[src/hw/rtl/bal_pkg.sv]
package bal_pkg;

  localparam int CAP_DEFAULT = 8;

  localparam int OP_W   = 3;
  localparam int POS_W  = 4;
  localparam int VAL_W  = 32;
  localparam int STAT_W = 2;
  localparam int FPOS_W = 3;
  localparam int CNT_W  = 4;

  localparam logic [OP_W-1:0] OP_APPEND = 3'd0;
  localparam logic [OP_W-1:0] OP_REMOVE = 3'd1;
  localparam logic [OP_W-1:0] OP_GET    = 3'd2;
  localparam logic [OP_W-1:0] OP_INSERT = 3'd3;
  localparam logic [OP_W-1:0] OP_SEARCH = 3'd4;

  localparam logic [STAT_W-1:0] ST_OK      = 2'd0;
  localparam logic [STAT_W-1:0] ST_FULL    = 2'd1;
  localparam logic [STAT_W-1:0] ST_RANGE   = 2'd2;
  localparam logic [STAT_W-1:0] ST_MISSING = 2'd3;

  typedef enum logic [1:0] {
    SEL_HOLD,
    SEL_LOAD,
    SEL_LEFT,
    SEL_RIGHT
  } cell_sel_t;

  typedef struct packed {
    cell_sel_t sel;
  } cell_ctrl_t;

endpackage

[src/hw/rtl/bal_cell.sv]
module bal_cell import bal_pkg::*; (
  input  logic             clk,
  input  cell_ctrl_t       ctrl,
  input  logic [VAL_W-1:0] load_value,
  input  logic [VAL_W-1:0] left_value,
  input  logic [VAL_W-1:0] right_value,
  input  logic [VAL_W-1:0] key,
  output logic [VAL_W-1:0] value,
  output logic             hit
);

  always_ff @(posedge clk) begin
    case (ctrl.sel)
      SEL_LOAD:  value <= load_value;
      SEL_LEFT:  value <= left_value;
      SEL_RIGHT: value <= right_value;
      default:   value <= value;
    endcase
  end

  assign hit = (value == key);

endmodule

[config.mk]
export PLATFORM = sky130hd
export DESIGN_NAME = bal_cell
export DESIGN_NICKNAME = d
export VERILOG_FILES = /design/src/hw/rtl/bal_pkg.sv /design/src/hw/rtl/bal_cell.sv
export SDC_FILE = /design/constraint.sdc
export NUM_CORES = 1
export LEC_CHECK = 0
export ABC_CLOCK_PERIOD_IN_PS = 3100
export BUFFER_PORTS_ARGS = -buffer_cell sky130_fd_sc_hd__buf_4
export CORE_MARGIN = 3
export CORE_UTILIZATION = 42
export DETAILED_ROUTE_END_ITERATION = 8
export PLACE_DENSITY_LB_ADDON = 0.3
export SLEW_MARGIN = 20
export SYNTH_ARGS = -nofsm -noshare
export SYNTH_HDL_FRONTEND = slang
export SYNTH_SLANG_ARGS = --single-unit
[constraint.sdc]
create_clock -name clk -period 3.1 [get_ports clk]
set_input_delay 0.465 -clock clk [delete_from_list [all_inputs] [get_ports clk]]
set_output_delay 0.465 -clock clk [all_outputs]
set_load 0.01 [all_outputs]
==> results.md, run 1 <==
* Status: complete, no violations
* Die Area at 0.00559 mm^2
* Number of I/O pins at 164
* Cell Int Power at 0.921 mW
* CTS Buffer Depth at 2
* CTS tree: yes
* Placed Instance Area at 0.00322 mm^2
* Die X at 74.8 um
* Grt ovf at 0
* Fill count at 385
* Port bufs at 163
* Flops & latches, synth at 32
* Tightest Pin Transition at 0.746 ns
* Clock sink count at 32
* Clock network fraction of total power at 23.7%
* DRC at 0
* Gpl congestion at 0.796
* Tot Pwr at 1.25 mW
* Final min period at 2.21 ns
* Syn Inst Count at 183
* Antenna Cells at 0
* Worst hold margin at 0.508 ns
* Peak supply drop at 256 uV
* Critical path type: reg -> out
* Crit path required time at 2.63 ns
* Crit-path cells: xor2_1 > nor4_1 > nand4_1 > nor2_1 > buf_4
* Setup crit start kind: flip-flop
* Post-Syn Area at 0.00199 mm^2
* Vias/cell at 5.04
* PostCTS Resize Cnt at 0
* All-Layer GR Usage at 22.2%
* Post-CTS setup buffers at 0
* CP Max Fanout at 2
* DR iter-0 viols at 79
* Sw Ratio at 26.6%
* WHS Path Cells at 3
* Clock slew at reported path FFs at 0.07 ns
* Cell Pwr Density at 380 mW/mm^2
* Reg power frac at 45.9%
* Drt pass-1 iters at 4
* Sequential share of the synthesized area at 48.4%
* Share of cells above drive strength 1 at 49.6%
* WP data arrival at 1.75 ns
* Slowest CP cell: nor4_1
* RSZ-0062 raised after global routing: false
* Layout Nets at 475
* WL per Instance at 16.0 um
* Layout overhead on the synthesized area at 66.0%
* Most flop-heavy register: value
* Setup violators final at 0
* Commonest non-fill, non-tap cell in the layout: buf_4
* Die height at 74.8 um
* Fin. max-slew vios at 0
* First-pass GRT wire length at 9170 um
* Root buffer cell: clkbuf_8
* H-Tree Depth at 2
* Max Fclk at 452 MHz
* Yosys Warn Count at 0
* Vias in the first global route at 2001
* Relative slew slack at 50.3%
* Vias at 2000
* TritonCTS Buffers at 5
* Final period utilization at 71.3%
* Most frequent cells in the layout: 165 x buf_4, 33 x nor2_1
* Slowest stage delay, CP at 0.42 ns
* Part of the power in combinational logic at 30.5%
* Syn avg cell area at 10.9 um^2
* Final WL at 6340 um
* Row count at 24
* Antenna Nets Post-Route at 0
* Syn nets at 314
* Maxcap violations at 0
* Fin area at 0.00330 mm^2
* Hold buffer count at CTS at 0
* Max reg flops at 32
* Synth unique cells at 12
* Post-Route Utilization at 73.7%
* Regs by FF count: value (32)
* HP Class: in -> reg
* Core area at 0.00447 mm^2
* Endpoint class of the critical path: output pin
* Leak at 1.59 nW
* Post-DP HPWL at 5150 um
* Initial antenna violation count at 0
* Initial Utilization at 44.4%
* Setup TNS Final at 0 ns
* Net load switching power at 0.333 mW
* Final Hold Viols at 0
* Pin count of the biggest net entering global routing at 65
[stage by stage]
step / std cells / setup slack [ns]
6_report: 397 / 0.889
5_1_grt: 397 / 0.763
4_1_cts: 397 / 0.924
3_5_place_dp: 389 / 1.05
3_3_place_gp: 389 / 1.00
2_1_floorplan: 183 / 1.47
[metal layers]
layer	vias up	wire length (um)	GRT usage, %
li1	984	-	-
met1	884	2160	24.4
met2	124	3290	39.2
met3	8	773	8.54
met4	0	115	7.91
met5	-	0	0
[cells in the mapped netlist (all sizes together)]
cell type   n  area [um^2]
a21oi      32          160
buf         8         61.3
clkbuf      3         11.3
edfxtp     32          961
mux2i      32          320
nand4       2         12.5
nor2       33          124
nor4        8         50.1
or2         1         6.26
xor2       32          280
[power groups by stage]
stage | Combinational [mW] | Clock [mW] | Sequential [mW]
3_3_place_gp | 0.374 | 0 | 0.582
4_1_cts | 0.385 | 0.307 | 0.576
6_report | 0.382 | 0.297 | 0.575
2_1_floorplan | 0.127 | 0 | 0.604
3_5_place_dp | 0.383 | 0 | 0.585
5_1_grt | 0.413 | 0.324 | 0.582
[layout make-up]
type                    count  area [um^2]  area share [%]
clock buffers               7         76.3            2.31
clock inverters             1         3.75           0.114
multi-input cells         140          953            28.9
flip-flops and latches     32          961            29.1
well taps                  52         65.1            1.97
repair buffers            165         1240            37.6
[cells by family after synthesis]
logic type             Yosys count  share of synthesized area [%]
AO/OA/AOI/OAI                   32                           8.06
XOR/XNOR                        32                           14.1
buffers and inverters           11                           3.65
flip-flops                      32                           48.4
multiplexers                    32                           16.1
AND/OR/NAND/NOR                 44                           9.70
[worst paths after layout]
kind	startpoint	endpoint	slack, ns
worst min-delay path	load_value[15]	value[15]	0.51
worst max-delay path	value[18]	hit	0.89
[worst max-delay path, delay by kind of cell, from the launching register on]
family,cells,cell delay (ns)
xor gates and xnor gates,1,0.17
buffers and inverters,1,0.13
DFF,1,0.41
and+or+nand+nor,3,0.76
Power figures use the tool's default switching activity.
==> run 2, diff against run 1 <==
ABC_CLOCK_PERIOD_IN_PS = 2000   (was 3100)
CORE_UTILIZATION = 35   (was 42)
clock period = 2 ns   (was 3.1 ns; I/O delays follow)
==> results.md, run 2 (synthesized netlist as in run 1, its figures left out) <==
* Status: complete, no violations (unchanged)
* CTS Buffer Depth at 2 (unchanged)
* DRC at 0 (unchanged)
* Drt pass-1 iters at 4 (unchanged)
* Hold EP: value[31] (was value[15])
* Die Area at 0.00662 mm^2 (was 0.00559 mm^2)
* Regs by FF count: value (32) (unchanged)
* Grt ovf at 0 (unchanged)
* CP delay by family, top: simple AND/OR/NAND/NOR gates (unchanged)
* Final WL at 6380 um (was 6340 um)
* Vias/cell at 4.74 (was 5.04)
* TritonCTS Buffers at 5 (unchanged)
* Final period utilization at 95.9%
* Peak supply drop at 284 uV (was 256 uV)
* Tot Pwr at 1.99 mW (was 1.25 mW)
* All-Layer GR Usage at 18.5% (was 22.2%)
* RSZ-0062 raised after global routing: true (was false)
* Worst hold margin at 0.340 ns (was 0.508 ns)
* H-Tree Depth at 2 (unchanged)
* Root buffer cell: clkbuf_8 (unchanged)
* Min-delay src: load_value[31] (was load_value[15])
* Multi-input gate area at 0.00100 mm^2 (was 953 um^2)
* WP data arrival at 1.62 ns (was 1.75 ns)
* Cell Pwr Density at 584 mW/mm^2 (was 380 mW/mm^2)
* Net load switching power at 0.545 mW (was 0.333 mW)
* Clock sink count at 32 (unchanged)
* Setup crit start kind: flip-flop (unchanged)
* Row count at 26 (was 24)
* Clock slew at reported path FFs at 0.07 ns (about the same)
* Reg power frac at 44.9% (was 45.9%)
* Most flop-heavy register: value (unchanged)
* Maxcap violations at 0 (unchanged)
* Crit path required time at 1.70 ns (was 2.63 ns)
* Port bufs at 163 (unchanged)
* Cell Int Power at 1.44 mW (was 0.921 mW)
* Die height at 81.3 um (was 74.8 um)
* FF+latch area at 961 um^2 (unchanged)
* Post-DP HPWL at 5160 um (was 5150 um)
* CP Max Fanout at 2 (unchanged)
* Fill count at 458 (was 385)
* Clock network fraction of total power at 23.9% (was 23.7%)
* Final min period at 1.92 ns
* Final Hold Viols at 0 (unchanged)
* Die X at 81.3 um (was 74.8 um)
* Commonest non-fill, non-tap cell in the layout: buf_4 (unchanged)
* Crit path buf inv count at 1 (unchanged)
* Number of I/O pins at 164 (unchanged)
* WL per Instance at 15.3 um (was 16.0 um)
* Sw Ratio at 27.4% (was 26.6%)
* Critical path type: reg -> out (unchanged)
* Antenna Nets Post-Route at 0 (unchanged)
* Crit-path cells: xor2_2 > nor4_4 > nand4_1 > nor2_1 > buf_4 (was xor2_1 > nor4_1 > nand4_1 > nor2_1 > buf_4)
* Gpl congestion at 0.746 (was 0.796)
* Initial antenna violation count at 0 (unchanged)
* Max Fclk at 521 MHz
* Setup TNS Final at 0 ns (unchanged)
* Pin count of the biggest net entering global routing at 40 (was 65)
* Slowest stage delay, CP at 0.43 ns (was 0.42 ns)
* Core area at 0.00530 mm^2 (was 0.00447 mm^2)
* Endpoint class of the critical path: output pin (unchanged)
* Relative slew slack at 74.8% (was 50.3%)
* Layout Nets at 478 (was 475)
* DR iter-0 viols at 43 (was 79)
* Max reg flops at 32 (unchanged)
* Slowest CP cell: edfxtp_1 (was nor4_1)
* HP Class: in -> reg (unchanged)
* Antenna Cells at 0 (unchanged)
* First-pass GRT wire length at 8980 um (was 9170 um)
* Share of cells above drive strength 1 at 51.7% (was 49.6%)
* WHS Path Cells at 3 (unchanged)
* CTS tree: yes (unchanged)
* Layout overhead on the synthesized area at 71.3% (was 66.0%)
* Hold buffer count at CTS at 0 (unchanged)
* Setup violators final at 0 (unchanged)
* Most frequent cells in the layout: 167 x buf_4, 33 x nor2_1, 32 x mux2i_1, 32 x a21oi_1, 32 x edfxtp_1 (was 165 x buf_4, 33 x nor2_1)
* Vias at 1982 (was 2000)
* Part of the power in combinational logic at 31.3% (was 30.5%)
* Leak at 1.61 nW (was 1.59 nW)
* Vias in the first global route at 1931 (was 2001)
* Fin. max-slew vios at 0 (unchanged)
* Tightest Pin Transition at 0.378 ns (was 0.746 ns)
* Initial Utilization at 37.5% (was 44.4%)
run 2: changes by cell type in the layout (fill, tap and decap cells not counted), sizes merged:
cell,delta
buf,+3
run 2: per-stage QoR:
stage          area, um^2  cells  util, %  setup slack (ns)
6_report             3400    418     64.2            0.0815
4_1_cts              3360    417     63.4            0.0198
3_3_place_gp         3270    409     61.6             0.241
5_1_grt              3400    418     64.2           -0.0348
3_5_place_dp         3270    409     61.6             0.231
2_1_floorplan        1990    183        -             0.552
run 2: final cells by class:
class	count	share of cell area, %
Sequential cell	32	28.2
Multi-Input combinational cell	140	29.4
Clock buffer	7	2.24
Clock inverter	1	0.110
Timing Repair Buffer	168	37.4
Tap cell	70	2.57
run 2: routing by layer:
layer | track usage [%] | vias to the layer above | share of wire [%]
met3 | 7.76 | 2 | 12
met1 | 19.6 | 887 | 35
met5 | 0 | - | 0
li1 | - | 986 | -
met4 | 5.24 | 0 | 0.41
met2 | 33.2 | 107 | 52
run 2: worst max path at each step:
stage,start,end,cells after the start
2_1_floorplan,value[31],hit,4
3_3_place_gp,key[29],hit,6
3_5_place_dp,key[29],hit,6
4_1_cts,value[15],hit,5
5_1_grt,value[5],hit,5
6_report,value[5],hit,5
run 2: what timing repair did:
| item | CTS | global route |
|---|---|---|
| gates resized for setup | 2 | 5 |
| buffers inserted | 0 | 1 |
| pin swaps | 0 | 3 |
| endpoints found under the setup margin | 1 | 1 |
run 2: power groups by stage:
stage	registers, mW	clock network, mW	logic (mW)
2_1_floorplan	0.937	0	0.197
3_3_place_gp	0.901	0	0.592
3_5_place_dp	0.907	0	0.599
4_1_cts	0.893	0.489	0.608
5_1_grt	0.902	0.517	0.671
6_report	0.891	0.474	0.621
run 2: tightest hold or removal path: stages:
cell     delay, ns
buf_4         0.08
nor2_1        0.03
a21oi_1       0.10
==> run 3, diff against run 2 <==
PLACE_DENSITY_LB_ADDON = 0.2   (was 0.3)
==> results.md, run 3 (synthesized netlist as in run 1, its figures left out) <==
* Cell Pwr Density at 573 mW/mm^2 (was 584 mW/mm^2)
* Die Area at 0.00662 mm^2 (unchanged)
* Setup TNS Final at 0 ns (unchanged)
* Grt ovf at 0 (unchanged)
* DR iter-0 viols at 68 (was 43)
* Max Fclk at 507 MHz (was 521 MHz)
* Cell Int Power at 1.42 mW (was 1.44 mW)
* H-Tree Depth at 2 (unchanged)
* Regs by FF count: value (32) (unchanged)
* Maxcap violations at 0 (unchanged)
* PnR worst setup slack at 0.0266 ns (was 0.0815 ns)
* Setup WS pre-CTS at 0.184 ns (was 0.231 ns)
* Commonest non-fill, non-tap cell in the layout: buf_4 (unchanged)
* Endpoint class of the critical path: output pin (unchanged)
* Pin count of the biggest net entering global routing at 65 (was 40)
* Initial antenna violation count at 0 (unchanged)
* First-pass GRT wire length at 9090 um (was 8980 um)
* WL per Instance at 15.2 um (was 15.3 um)
* Final period utilization at 98.7% (was 95.9%)
* CTS Buffer Depth at 2 (unchanged)
* CTS tree: yes (unchanged)
* Status: complete, no violations (unchanged)
* RSZ-0062 raised after global routing: true (unchanged)
* All-Layer GR Usage at 18.3% (was 18.5%)
* Final WL at 6270 um (was 6380 um)
* Final min period at 1.97 ns (was 1.92 ns)
* Drt pass-1 iters at 4 (unchanged)
* Placed Instance Area at 0.00327 mm^2 (unchanged)
* Max reg flops at 32 (unchanged)
* Gpl congestion at 0.799 (was 0.746)
* Most frequent cells in the layout: 166 x buf_4, 33 x nor2_1 (was 167 x buf_4, 33 x nor2_1, 32 x mux2i_1, 32 x a21oi_1, 32 x edfxtp_1)
* Share of cells above drive strength 1 at 50.9% (was 51.7%)
* Part of the power in combinational logic at 31.3% (about the same)
* Clock sink count at 32 (unchanged)
* Net load switching power at 0.505 mW (was 0.545 mW)
* Vias in the first global route at 1954 (was 1931)
* Fill count at 455 (was 458)
* Sw Ratio at 26.3% (was 27.4%)
* Layout overhead on the synthesized area at 68.6% (was 71.3%)
* Antenna Cells at 0 (unchanged)
* Post-DP HPWL at 5240 um (was 5160 um)
* WP data arrival at 1.67 ns (was 1.62 ns)
* TritonCTS Buffers at 5 (unchanged)
* Antenna Nets Post-Route at 0 (unchanged)
* Die X at 81.3 um (unchanged)
* Fin. max-slew vios at 0 (unchanged)
* Number of I/O pins at 164 (unchanged)
* Port bufs at 163 (unchanged)
* Clock network fraction of total power at 22.5% (was 23.9%)
* Crit path required time at 1.70 ns (about the same)
* Initial Utilization at 37.5% (unchanged)
* Layout Nets at 477 (was 478)
* Leak at 1.60 nW (was 1.61 nW)
* Root buffer cell: clkbuf_8 (unchanged)
* Row count at 26 (unchanged)
* Most flop-heavy register: value (unchanged)
* Vias/cell at 4.75 (was 4.74)
* Peak supply drop at 382 uV (was 284 uV)
* Reg power frac at 46.2% (was 44.9%)
* Relative slew slack at 61.1% (was 74.8%)
* Critical path type: reg -> out (unchanged)
* Fin area at 0.00335 mm^2 (was 0.00340 mm^2)
* Core area at 0.00530 mm^2 (unchanged)
* Setup crit start kind: flip-flop (unchanged)
* Setup violators final at 0 (unchanged)
* Clock slew at reported path FFs at 0.06 ns (was 0.07 ns)
* Die height at 81.3 um (unchanged)
* CP Max Fanout at 2 (unchanged)
* HP Class: in -> reg (unchanged)
* Tightest Pin Transition at 0.584 ns (was 0.378 ns)
* Vias at 1965 (was 1982)
* Final Hold Viols at 0 (unchanged)
* DRC at 0 (unchanged)
-- run 3: layout make-up --
class                           instances  area, um^2  share of cell area, %
Clock buffer                            5        68.8                   2.05
Sequential cell                        32         961                   28.7
Timing Repair Buffer                  167        1270                   37.8
Multi-Input combinational cell        140         966                   28.8
Tap cell                               70        87.6                   2.61
-- run 3: critical path, stage by stage (launching register included) --
cell and delay, ns:
edfxtp_1 0.40, xor2_1 0.17, nor4_2 0.36, nand4_1 0.19, nor2_1 0.14, buf_4 0.14
-- run 3: worst paths after layout --
check	start	endpoint	cells after the start
min	load_value[25]	value[25]	3
max	value[18]	hit	5
-- run 3: routing by layer --
layer | wire (um) | global-route usage [%] | vias up | part of all wire, %
met1 | 2190 | 19.6 | 867 | 35
met2 | 3140 | 32.3 | 110 | 50
li1 | - | - | 978 | -
met5 | 0 | 0 | - | 0
met3 | 810 | 7.43 | 10 | 13
met4 | 129 | 6.59 | 0 | 2.1
-- run 3: power groups by stage --
stage                     clock (mW)  sequential, mW  combinational, mW
after floorplan                    0           0.937              0.197
after global placement             0           0.899              0.595
after detailed placement           0           0.903              0.602
after CTS                      0.446           0.889              0.607
after global routing           0.481           0.899              0.652
final                          0.431           0.887              0.602
-- run 3: stage by stage --
stage | total power, mW | hold slack, ns | std cells | util (%)
after floorplan | 1.13 | 0.530 | 183 | -
after global placement | 1.49 | 0.621 | 409 | 61.6
after detailed placement | 1.50 | 0.628 | 409 | 61.6
after CTS | 1.94 | 0.339 | 414 | 63.0
after global routing | 2.03 | 0.345 | 414 | 63.2
final | 1.92 | 0.352 | 414 | 63.2
-- run 3: timing repair --
action | CTS | global route
gates cloned | 0 | 0
pin swaps | 0 | 2
endpoints found under the setup margin | 1 | 1
setup buffers | 0 | 0
resized for setup | 1 | 1
endpoints found under the hold margin | 0 | 0
hold buffers | 0 | 0
